[config.mk]
export PLATFORM = sky130hd
export DESIGN_NAME = cfa_fit_track
export DESIGN_NICKNAME = d
export VERILOG_FILES = /design/src/sv/cfa_pkg.sv /design/src/sv/cfa_fit_track.sv
export SDC_FILE = /design/constraint.sdc
export NUM_CORES = 1
export LEC_CHECK = 0
export ABC_AREA = 1
export BUFFER_PORTS_ARGS = -buffer_cell sky130_fd_sc_hd__buf_2
export CORE_AREA = 2 2 100 102
export DETAILED_ROUTE_END_ITERATION = 16
export DIE_AREA = 0 0 102 104
export SLEW_MARGIN = 5
export SYNTH_ARGS = -nofsm -noshare
export SYNTH_HDL_FRONTEND = slang
export SYNTH_SLANG_ARGS = --single-unit
[constraint.sdc]
create_clock -name clk -period 6.1 [get_ports clk]
set_input_delay 0.61 -clock clk [delete_from_list [all_inputs] [get_ports clk]]
set_output_delay 0.61 -clock clk [all_outputs]
set_load 0.02 [all_outputs]
[src/sv/cfa_pkg.sv]
// cfa_pkg: shared widths, codes and types of the contiguous fit allocator
// no dependencies; imported by the interfaces, the fit tracker and the top level
package cfa_pkg;

	localparam int CELLS    = 1024;
	localparam int ADDR_W   = $clog2(CELLS);
	localparam int CNT_W    = $clog2(CELLS + 1);

	localparam int OWNER_W  = 16;
	localparam int SIZE_W   = 11;
	localparam int STATUS_W = 2;
	localparam int START_W  = 10;
	localparam int FREED_W  = 11;
	localparam int MODE_W   = 2;
	localparam int LEN_W    = (CNT_W > SIZE_W) ? CNT_W : SIZE_W;

	localparam int PADDR_W  = 3;
	localparam int PDATA_W  = 32;
	localparam int REGSEL_W = PADDR_W - 2;

	localparam logic [ADDR_W-1:0] LAST_CELL = ADDR_W'(CELLS - 1);

	localparam logic [STATUS_W-1:0] ST_DONE   = 2'd0;
	localparam logic [STATUS_W-1:0] ST_NOFIT  = 2'd1;
	localparam logic [STATUS_W-1:0] ST_REJECT = 2'd2;

	localparam logic [MODE_W-1:0] MODE_FIRST = 2'd0;
	localparam logic [MODE_W-1:0] MODE_BEST  = 2'd1;
	localparam logic [MODE_W-1:0] MODE_WORST = 2'd2;

	localparam logic ACT_ALLOC = 1'b0;
	localparam logic ACT_CLEAR = 1'b1;

	localparam logic [REGSEL_W-1:0] REG_FIT_MODE = 1'b0;

	typedef logic [OWNER_W-1:0] owner_t;
	typedef logic [ADDR_W-1:0]  addr_t;
	typedef logic [CNT_W-1:0]   cnt_t;
	typedef logic [LEN_W-1:0]   len_t;

	typedef struct packed {
		logic  init;
		logic  cell_vld;
		logic  cell_free;
		logic  cell_last;
		addr_t cell_idx;
	} scan_ctl_t;

	typedef struct packed {
		logic  found;
		addr_t start;
	} fit_res_t;

endpackage

[src/sv/cfa_fit_track.sv]
// cfa_fit_track: follows free runs over the cell stream of one scan and keeps
// the chosen run for first, best or worst fit; depends on cfa_pkg
module cfa_fit_track import cfa_pkg::*; (
	input  logic              clk,
	input  logic              arst_n,
	input  scan_ctl_t         ctl,
	input  logic [MODE_W-1:0] mode,
	input  len_t              size,
	output fit_res_t          fit
);

	cnt_t  run_q;
	addr_t run_start_q;
	logic  have_q;
	cnt_t  best_len_q;
	addr_t best_start_q;

	logic  ranked;
	logic  worst;
	cnt_t  run_inc;
	cnt_t  run_next;
	logic  run_ev;
	cnt_t  cand_len;
	addr_t cand_start;
	logic  take;
	addr_t take_start;

	always_comb begin
		ranked     = (mode == MODE_BEST) || (mode == MODE_WORST);
		worst      = (mode == MODE_WORST);
		run_inc    = run_q + cnt_t'(1);
		run_next   = ctl.cell_free ? run_inc : '0;
		run_ev     = 1'b0;
		cand_len   = run_q;
		cand_start = run_start_q;
		if (!ctl.cell_free && run_q != '0) begin
			run_ev = 1'b1;
		end else if (ctl.cell_free && ctl.cell_last) begin
			run_ev     = 1'b1;
			cand_len   = run_inc;
			cand_start = (run_q == '0) ? ctl.cell_idx : run_start_q;
		end
		take       = 1'b0;
		take_start = cand_start;
		if (ranked) begin
			if (run_ev) begin
				if (worst) begin
					take = len_t'(cand_len) > len_t'(best_len_q);
				end else begin
					take = (len_t'(cand_len) >= size) && (!have_q || cand_len < best_len_q);
				end
			end
		end else begin
			take       = ctl.cell_free && !have_q && (len_t'(run_inc) == size);
			take_start = ctl.cell_idx - addr_t'(size - len_t'(1));
		end
	end

	always_ff @(posedge clk or negedge arst_n) begin
		if (!arst_n) begin
			run_q       <= '0;
			have_q      <= 1'b0;
			best_len_q  <= '0;
		end else if (ctl.init) begin
			run_q       <= '0;
			have_q      <= 1'b0;
			best_len_q  <= '0;
		end else if (ctl.cell_vld) begin
			run_q <= run_next;
			if (take) begin
				have_q     <= 1'b1;
				best_len_q <= cand_len;
			end
		end
	end

	always_ff @(posedge clk) begin
		if (ctl.cell_vld) begin
			if (ctl.cell_free && run_q == '0) begin
				run_start_q <= ctl.cell_idx;
			end
			if (take) begin
				best_start_q <= take_start;
			end
		end
	end

	assign fit.found = ranked ? (have_q && len_t'(best_len_q) >= size) : have_q;
	assign fit.start = best_start_q;

endmodule

Yosys cells after proc, flatten, opt, wreduce, memory -nomap -nowiden
Index checks and enable logic that the tools add are counted.
{"block": "totals", "reg_bits": 43, "input_bits": 29, "output_inout_bits": 11}
{"block": "op_classes", "addsub": 3, "order_cmp": 4, "eq_ne": 3, "muxes": 21, "reduce_logical": 18}
{"operator": "11-bit two-way mux", "n": 8}
{"operator": "10-bit two-way mux", "n": 4}
{"operator": "11-bit >= comparator", "n": 2}
{"operator": "11-bit by 1-bit adder with 11-bit output (second input constant)", "n": 1}
{"operator": "11-bit == test", "n": 1}
{"operator": "11-bit greater-than comparator", "n": 1}
{"operator": "11-bit logical NOT", "n": 1}
{"operator": "11-bit less-than comparator", "n": 1}
{"operator": "11-bit nonzero test", "n": 1}
{"operator": "10-bit by 1-bit subtractor with 10-bit output (second input constant)", "n": 1}
{"operator": "10-bit subtractor", "n": 1}
{"operator": "1-bit two-way mux", "n": 9}
{"operator": "1-bit logical AND", "n": 7}
{"operator": "2-bit AND reduction", "n": 3}
{"operator": "2-bit nonzero test", "n": 2}
{"operator": "2-bit by 1-bit == test with 1-bit output (second input constant)", "n": 1}
{"operator": "2-bit == test (second input constant)", "n": 1}
{"operator": "1-bit logical NOT", "n": 2}
{"operator": "1-bit logical OR", "n": 2}

Logic depth before layout (Yosys ltp)
Gate-level depths: netlist (run 1).
{"block": "logic_depth", "depth_word": 12, "ltp_mapped": 24, "mapped_depth_nobuf": 22}

Least setup slack after synthesis (run 1)
No wires, ideal clock.
{"block": "synth_timing", "path_kind": "reg-to-reg", "start": "reg run_q[0]", "end": "reg best_start_q[0], enable pin", "setup_time_ns": 0.334, "arrival_ns": 2.714, "required_ns": 5.766, "path_slack_ns": 3.052, "stages_incl_launch_ff": 23, "period_less_slack_ns": 3.048, "path_cell_list": "dfrtp_1 ha_1 buf_4 nand3_1 inv_1 nand3_1 nand2_2 o21ai_0 ha_1 nand2_1 inv_1 nand2_1 nor2_1 nand2_1 nand3_1 nand2_1 nand2_1 nand2_1 nand2_1 nand2_1 nand3_2 buf_6 inv_1"}
{"block": "synth_between", "elab_chain_cells": 10, "elab_cells_between_ends": 17, "cone_classes": "add/sub (1); order compare (3); eq/ne (1); mux (6); reduce/logical (6)"}
{"item": "from (decl)", "line": "cfa_fit_track.sv:12", "source": "cnt_t run_q;"}
{"item": "from (signal assigned)", "line": "cfa_fit_track.sv:69", "source": "run_q <= run_next;"}
{"item": "11-bit by 1-bit adder with 11-bit output / 11-bit nonzero test (equally long branches)", "line": "cfa_fit_track.sv:31, cfa_fit_track.sv:36"}
{"item": "11-bit two-way mux / 1-bit logical AND (equally long branches)", "line": "cfa_fit_track.sv:38, cfa_fit_track.sv:36"}
{"item": "11-bit two-way mux", "line": "cfa_fit_track.sv:36", "source": "if (!ctl.cell_free && run_q != '0) begin"}
{"item": "11-bit less-than comparator", "line": "cfa_fit_track.sv:50", "source": "take = (len_t'(cand_len) >= size) && (!have_q || cand_len < best_len_q);"}
{"item": "1-bit logical OR", "line": "cfa_fit_track.sv:50"}
{"item": "1-bit logical AND", "line": "cfa_fit_track.sv:50"}
{"item": "1-bit two-way mux", "line": "cfa_fit_track.sv:47", "source": "if (worst) begin"}
{"item": "1-bit two-way mux", "line": "cfa_fit_track.sv:46", "source": "if (run_ev) begin"}
{"item": "1-bit two-way mux *", "line": "cfa_fit_track.sv:45", "source": "if (ranked) begin"}
{"item": "2-bit AND reduction (no source line) *"}
{"item": "to (signal assigned)", "line": "cfa_fit_track.sv:83", "source": "best_start_q <= take_start;"}
{"item": "to (decl)", "line": "cfa_fit_track.sv:16", "source": "addr_t best_start_q;"}
Every way passes the cells marked *; elsewhere a longest branch is shown, timed or not.
A chain may end at the register's enable or synchronous reset.

Worst setup path after layout (run 1)
Ends and elaborated chain as after synthesis.

==> results of run 1 <==
[flip-flops by register name, indices dropped and copies added (netlist names)]
| signal | cells |
|---|---|
| best_start_q | 10 |
| run_start_q | 10 |
| run_q | 11 |
| best_len_q | 11 |
| have_q | 1 |
[stage by stage]
step / worst slack, ns / cell area [um^2] / power [W] / util, % / hold slack [ns]
after global routing: 1.734 / 4269 / 0.0007901 / 44.71 / 0.3351
after global placement: 2.213 / 4136 / 0.0004825 / 43.32 / 0.5312
after CTS: 2.200 / 4269 / 0.0007606 / 44.71 / 0.3019
after detailed placement: 2.154 / 4136 / 0.0004849 / 43.32 / 0.5457
after floorplan: 3.052 / 3846 / 0.0004349 / - / 0.3144
final: 2.191 / 4269 / 0.0007528 / 44.71 / 0.2781
[power breakdown]
part	internal [W]	switching (W)	total, W
clock network	0.000164	0.000111	0.000275
logic	0.0000530	0.000104	0.000157
registers	0.000317	0.00000346	0.000321
[area by class of cell]
| class | count | area, um^2 | area share, % |
|---|---|---|---|
| clock buffer | 6 | 72.57 | 1.700 |
| inverter | 79 | 296.5 | 6.946 |
| multi-input combinational | 383 | 2295 | 53.75 |
| tap | 133 | 166.4 | 3.898 |
| clock inverter | 2 | 60.06 | 1.407 |
| sequential | 43 | 1176 | 27.55 |
| timing repair buffer | 40 | 202.7 | 4.748 |
[cells in the mapped netlist, types with 2 or more instances]
cell / n / share of area (%)
nand2_1: 138 / 13
inv_1: 77 / 7.5
ha_1: 53 / 17
nand3_1: 38 / 4.9
a21oi_1: 30 / 3.9
nor2_1: 25 / 2.4
dfrtp_1: 23 / 15
nand4_1: 23 / 3.7
o21ai_0: 23 / 3.0
edfxtp_1: 20 / 16
o22ai_1: 10 / 1.6
nand3_2: 9 / 2.3
xor2_1: 6 / 1.4
buf_4: 5 / 0.98
clkbuf_1: 5 / 0.49
nand2_2: 4 / 0.65
nor3_1: 4 / 0.52
nor2_2: 3 / 0.49
nor4_1: 3 / 0.49
a31oi_1: 2 / 0.33
buf_1: 2 / 0.20
buf_2: 2 / 0.26
nor2_4: 2 / 0.59
o211ai_1: 2 / 0.39
o21ai_1: 2 / 0.26
[layer usage]
metal / global-route usage, % / wire length [um] / up-vias
met3: 2.554 / 330 / 15
met2: 33.13 / 4800 / 77
li1: - / - / 1813
met1: 27.37 / 4902 / 1649
met5: 0 / 0 / -
met4: 6.381 / 182 / 0
[cell families after synthesis]
| group | Yosys count |
|---|---|
| xor+xnor | 7 |
| compound gates | 72 |
| buf+inv | 94 |
| flops | 43 |
| fa+ha+maj | 54 |
| simple gates | 250 |
[path summary, 6_finish.rpt]
path	endpoint	from	depth (start not counted)
hold reg to reg	best_len_q[6]	best_len_q[6]	2
max in group asynchronous	run_q[3]	arst_n	1
setup / recovery	best_start_q[0]	run_q[0]	21
min in group clk	run_start_q[1]	ctl[1]	1
setup reg to reg	best_start_q[0]	run_q[0]	21
hold / removal	best_len_q[6]	arst_n	1
[layout by cell type, fill, tap and decap left out, types with 5 or more instances in the layout]
master    count
nand4_1      23
ha_1         53
edfxtp_1     20
inv_1        77
buf_2        39
o22ai_1      10
xor2_1        6
clkbuf_8      5
o21ai_0      23
nand3_2       9
nor2_1       25
nand3_1      38
dfrtp_1      23
nand2_1     138
a21oi_1      30
==> results.toml, run 1 <==
[synth]
synth_top_family_by_area = "simple AND/OR/NAND/NOR gates"
synth_cell_type_count = 34
synth.ff_latch_count = 43
synth_compound_area_share_pct = 10.31
ys_warn_count = 0
synthMuxAreaShare_pct = 0
async_flop_share_pct = 53.49
synthCells = 520
synth_flop_cell = "dfrtp_1"
ys_seq_area_share_pct = 30.58
syn_area_per_cell_um2 = 7.397
netlist_area_um2 = 3846
postSynthNetCount = 603
synth-xor-area-share_pct = 1.594
synthSimpleGateAreaFrac_pct = 29.83
synth_edf_count = 20
synth_fa_ha_area_share_pct = 17.76

[clocking]
hold_buffers = 0
postCtsSetupBuffers = 0
clk_pin_slew_ns = 0.09
cts_tree = "built"
cts_root_buf = "clkbuf_8"
ctsResizeCount = 0
h-tree-depth = 2
clock_sinks = 43
clk_latency_ns = 0.31
cts_buffers = 5
cts_buffer_depth = 2

[cells_and_area]
final_nets = 635
drive_gt1_share_pct = 12.30
n_antenna_cell = 0
instances_no_fill = 686
nFillCells = 965
area_delta_synth_final_pct = 11.00

[route]
drc = 0
drt_first_pass_iters = 4
vias = 3554
drtIter0Drc = 210
drt_wl_total_um = 10220
ant_nets = 0
wire_per_inst_um = 14.89
viasPerCell = 5.181

[placement]
placed_cells = 678
io_buffers = 39
gp_congestion = 0.9268
dp_hpwl_um = 8096

[setup_path]
path_buf_inv = 3
cp.arrival_ns = 3.86
cp-end-kind = "flip-flop"
cp_top_family = "simple AND/OR/NAND/NOR gates"
cp_max_fo = 13
worst_setup_path_start_kind = "flip-flop"
max_stage_delay_ns = 0.53
crit_slowest_cell = "inv_1"
required_ns = 6.05
crit_chain = "ha_1, nand3_1, inv_1, nand2_1, nand2_1, nand2_2, o21ai_0, ha_1, nand2_1, inv_1, nand2_1, nor2_1, nand2_1, nand3_1, nand2_1, nand2_1, nand2_1, nand2_1, nand2_1, nand3_2, inv_1"
r2r_setup_slack_ns = 2.19
crit_type = "reg2reg"
cpMostUsedCell = "nand2_1"

[floorplanning]
die_h_um = 104
rows = 36
die-area_um2 = 10610
core_area_um2 = 9549
ios = 40
dieWidth_um = 102
start_util_pct = 40.28

[grt]
globalRouteOverflowTotal = 0
grt_max_degree = 24
grt_pass1_wl_um = 16880
grt_pass1_vias = 3514
antenna_found_initial = 0
track_usage_pct = 20.19

[sta]
rsz0062_at_grt = "false"
clock_skew_ns = 0.007332
period_needed_ns = 3.909
slew_viol_final = 0
slew-limit-headroom_pct = 41.52
finalHoldViolCount = 0
setup_violations = 0
tns_ns = 0
worstMarginPinSlew_ns = 0.8771
fin_crit_sh_pct = 64.08
fmax_mhz = 255.8

[pwr]
power_density_nw_per_um2 = 176.3
p_leak_nw = 2.103
ir_worst_vdd_mv = 0.1169

[outcome]
status = "finished, final reports clean"

[flow_run]
drv_cap = 0

[worst_hold_path]
hold_class = "in2async"
No activity file was read; power rests on OpenSTA's default activity.
==> run 2: changes to the inputs <==
- clock period: 6.1 -> 3.3 ns (I/O delays scaled with it)
==> run 2 against run 1 <==
Register-to-register slack got worse by 1.9 ns. Sequential share of layout area fell by 0.57 points. First-iteration DRC count rose by 12%. Critical path type unchanged.
==> results.toml, run 2 (synthesis results as in run 1) <==
[clocking]
ctsResizeCount = 0
clk_latency_ns = 0.31
clock_sinks = 43
h-tree-depth = 2
cts_root_buf = "clkbuf_8"
hold_buffers = 0
clk_pin_slew_ns = 0.09
cts_buffers = 5
cts_buffer_depth = 2
cts_tree = "built"
postCtsSetupBuffers = 0

[route]
drtIter0Drc = 235
ant_nets = 0
drt_first_pass_iters = 4
drc = 0
vias = 3684
viasPerCell = 5.263
drt_wl_total_um = 10740
wire_per_inst_um = 15.34

[floorplanning]
start_util_pct = 40.28
ios = 40
die-area_um2 = 10610
die_h_um = 104
rows = 36
dieWidth_um = 102
core_area_um2 = 9549

[setup_path]
required_ns = 3.33
crit_type = "reg2reg"
r2r-start = "run_q[1]"
ff2ff_path_depth = 20
r2r_setup_slack_ns = 0.28
cp_max_fo = 10
reg2reg_to = "best_start_q[9]"
cp-end-kind = "flip-flop"
cp.arrival_ns = 3.05
worst_setup_path_start_kind = "flip-flop"

[sta]
slew_viol_final = 0
setup_violations = 0
slew-limit-headroom_pct = 60.68
worstMarginPinSlew_ns = 0.5899
tns_ns = 0
fin_crit_sh_pct = 91.57
finalHoldViolCount = 0
fmax_mhz = 330.9
rsz0062_at_grt = "false"
clock_skew_ns = 0.008651
period_needed_ns = 3.022

[placement]
dp_hpwl_um = 8446
gp_congestion = 0.9194
postPlaceCellArea_um2 = 4267
io_buffers = 39
placed_cells = 692

[cells_and_area]
seqCellArea_um2 = 1177
n_antenna_cell = 0
layout_common_cells = "nand2_1, inv_1, ha_1, buf_2, nand3_1"
largest_registers = "best_len_q: 11 flops, run_q: 11 flops"
final_common_cell = "nand2_1"
drive_gt1_share_pct = 14.99
final_nets = 649
nFillCells = 997
instances_no_fill = 700
design_area_um2 = 4364
area_delta_synth_final_pct = 13.47
multiInputGateArea_um2 = 2297

[grt]
antenna_found_initial = 0
globalRouteOverflowTotal = 0
track_usage_pct = 20.65
grt_pass1_wl_um = 17180
grt_pass1_vias = 3540
grt_max_degree = 24

[pwr]
ir_worst_vdd_mv = 0.1406
power_density_nw_per_um2 = 290.8
p_leak_nw = 2.158

[outcome]
status = "finished, final reports clean"

[flow_run]
drv_cap = 0

[worst_hold_path]
hold_class = "in2async"
[run 2: through the flow]
step	power [W]	hold slack (ns)	setup slack, ns	utilization (%)
6_report	0.001269	0.01418	0.2783	45.70
5_1_grt	0.001345	0.05827	0.01354	45.70
4_1_cts	0.001286	0.03598	0.1042	45.66
3_5_place_dp	0.0009173	0.3743	0.1296	44.68
3_3_place_gp	0.0009090	0.3720	0.1821	44.68
2_1_floorplan	0.0008040	0.03441	0.2520	-
[run 2: worst max path at each step]
stage,startpoint,end,slack [ns],depth (start not counted)
4_1_cts,run_q[1],best_start_q[9],0.10,22
3_5_place_dp,run_q[1],best_start_q[1],0.13,22
2_1_floorplan,run_q[0],best_start_q[0],0.25,22
3_3_place_gp,run_q[1],best_start_q[0],0.18,20
6_report,run_q[1],best_start_q[9],0.28,20
5_1_grt,run_q[7],best_start_q[9],0.01,20
[run 2: cell type report]
type | instances | share of cell area (%)
well taps | 133 | 3.813
repair buffers | 54 | 7.626
multi-input cells | 383 | 52.64
clock inverters | 3 | 0.5734
clock buffers | 5 | 1.577
inverters | 79 | 6.795
flip-flops and latches | 43 | 26.98
[run 2: report_power, final]
part | internal (W) | switching [W] | leakage (nW)
Sequential | 0.000586 | 0.00000583 | 0.503
Clock | 0.000152 | 0.000211 | 0.0443
Combinational | 0.000110 | 0.000204 | 1.61
Total | 0.000848 | 0.000421 | 2.16
[run 2: layer usage]
layer / GRT usage, % / vias up / part of all wire [%]
li1: - / 1834 / -
met1: 26.91 / 1725 / 44
met2: 35.67 / 110 / 49
met3: 2.755 / 15 / 4.6
met4: 5.238 / 0 / 1.9
met5: 0 / - / 0
[run 2: worst max-delay path, cell delays in order (launching register included)]
cell,delay [ns]
dfrtp_1,0.42
ha_2,0.30
nand3_1,0.14
inv_1,0.09
nand3_1,0.09
nand2_2,0.11
o21ai_1,0.11
ha_1,0.31
nand2_1,0.05
inv_1,0.04
nand2_1,0.07
nor2_1,0.15
nand2_1,0.06
nand3_1,0.09
nand2_1,0.06
a21oi_1,0.13
nand2_1,0.08
nand2_1,0.08
nand3_2,0.09
inv_1,0.11
buf_12,0.14
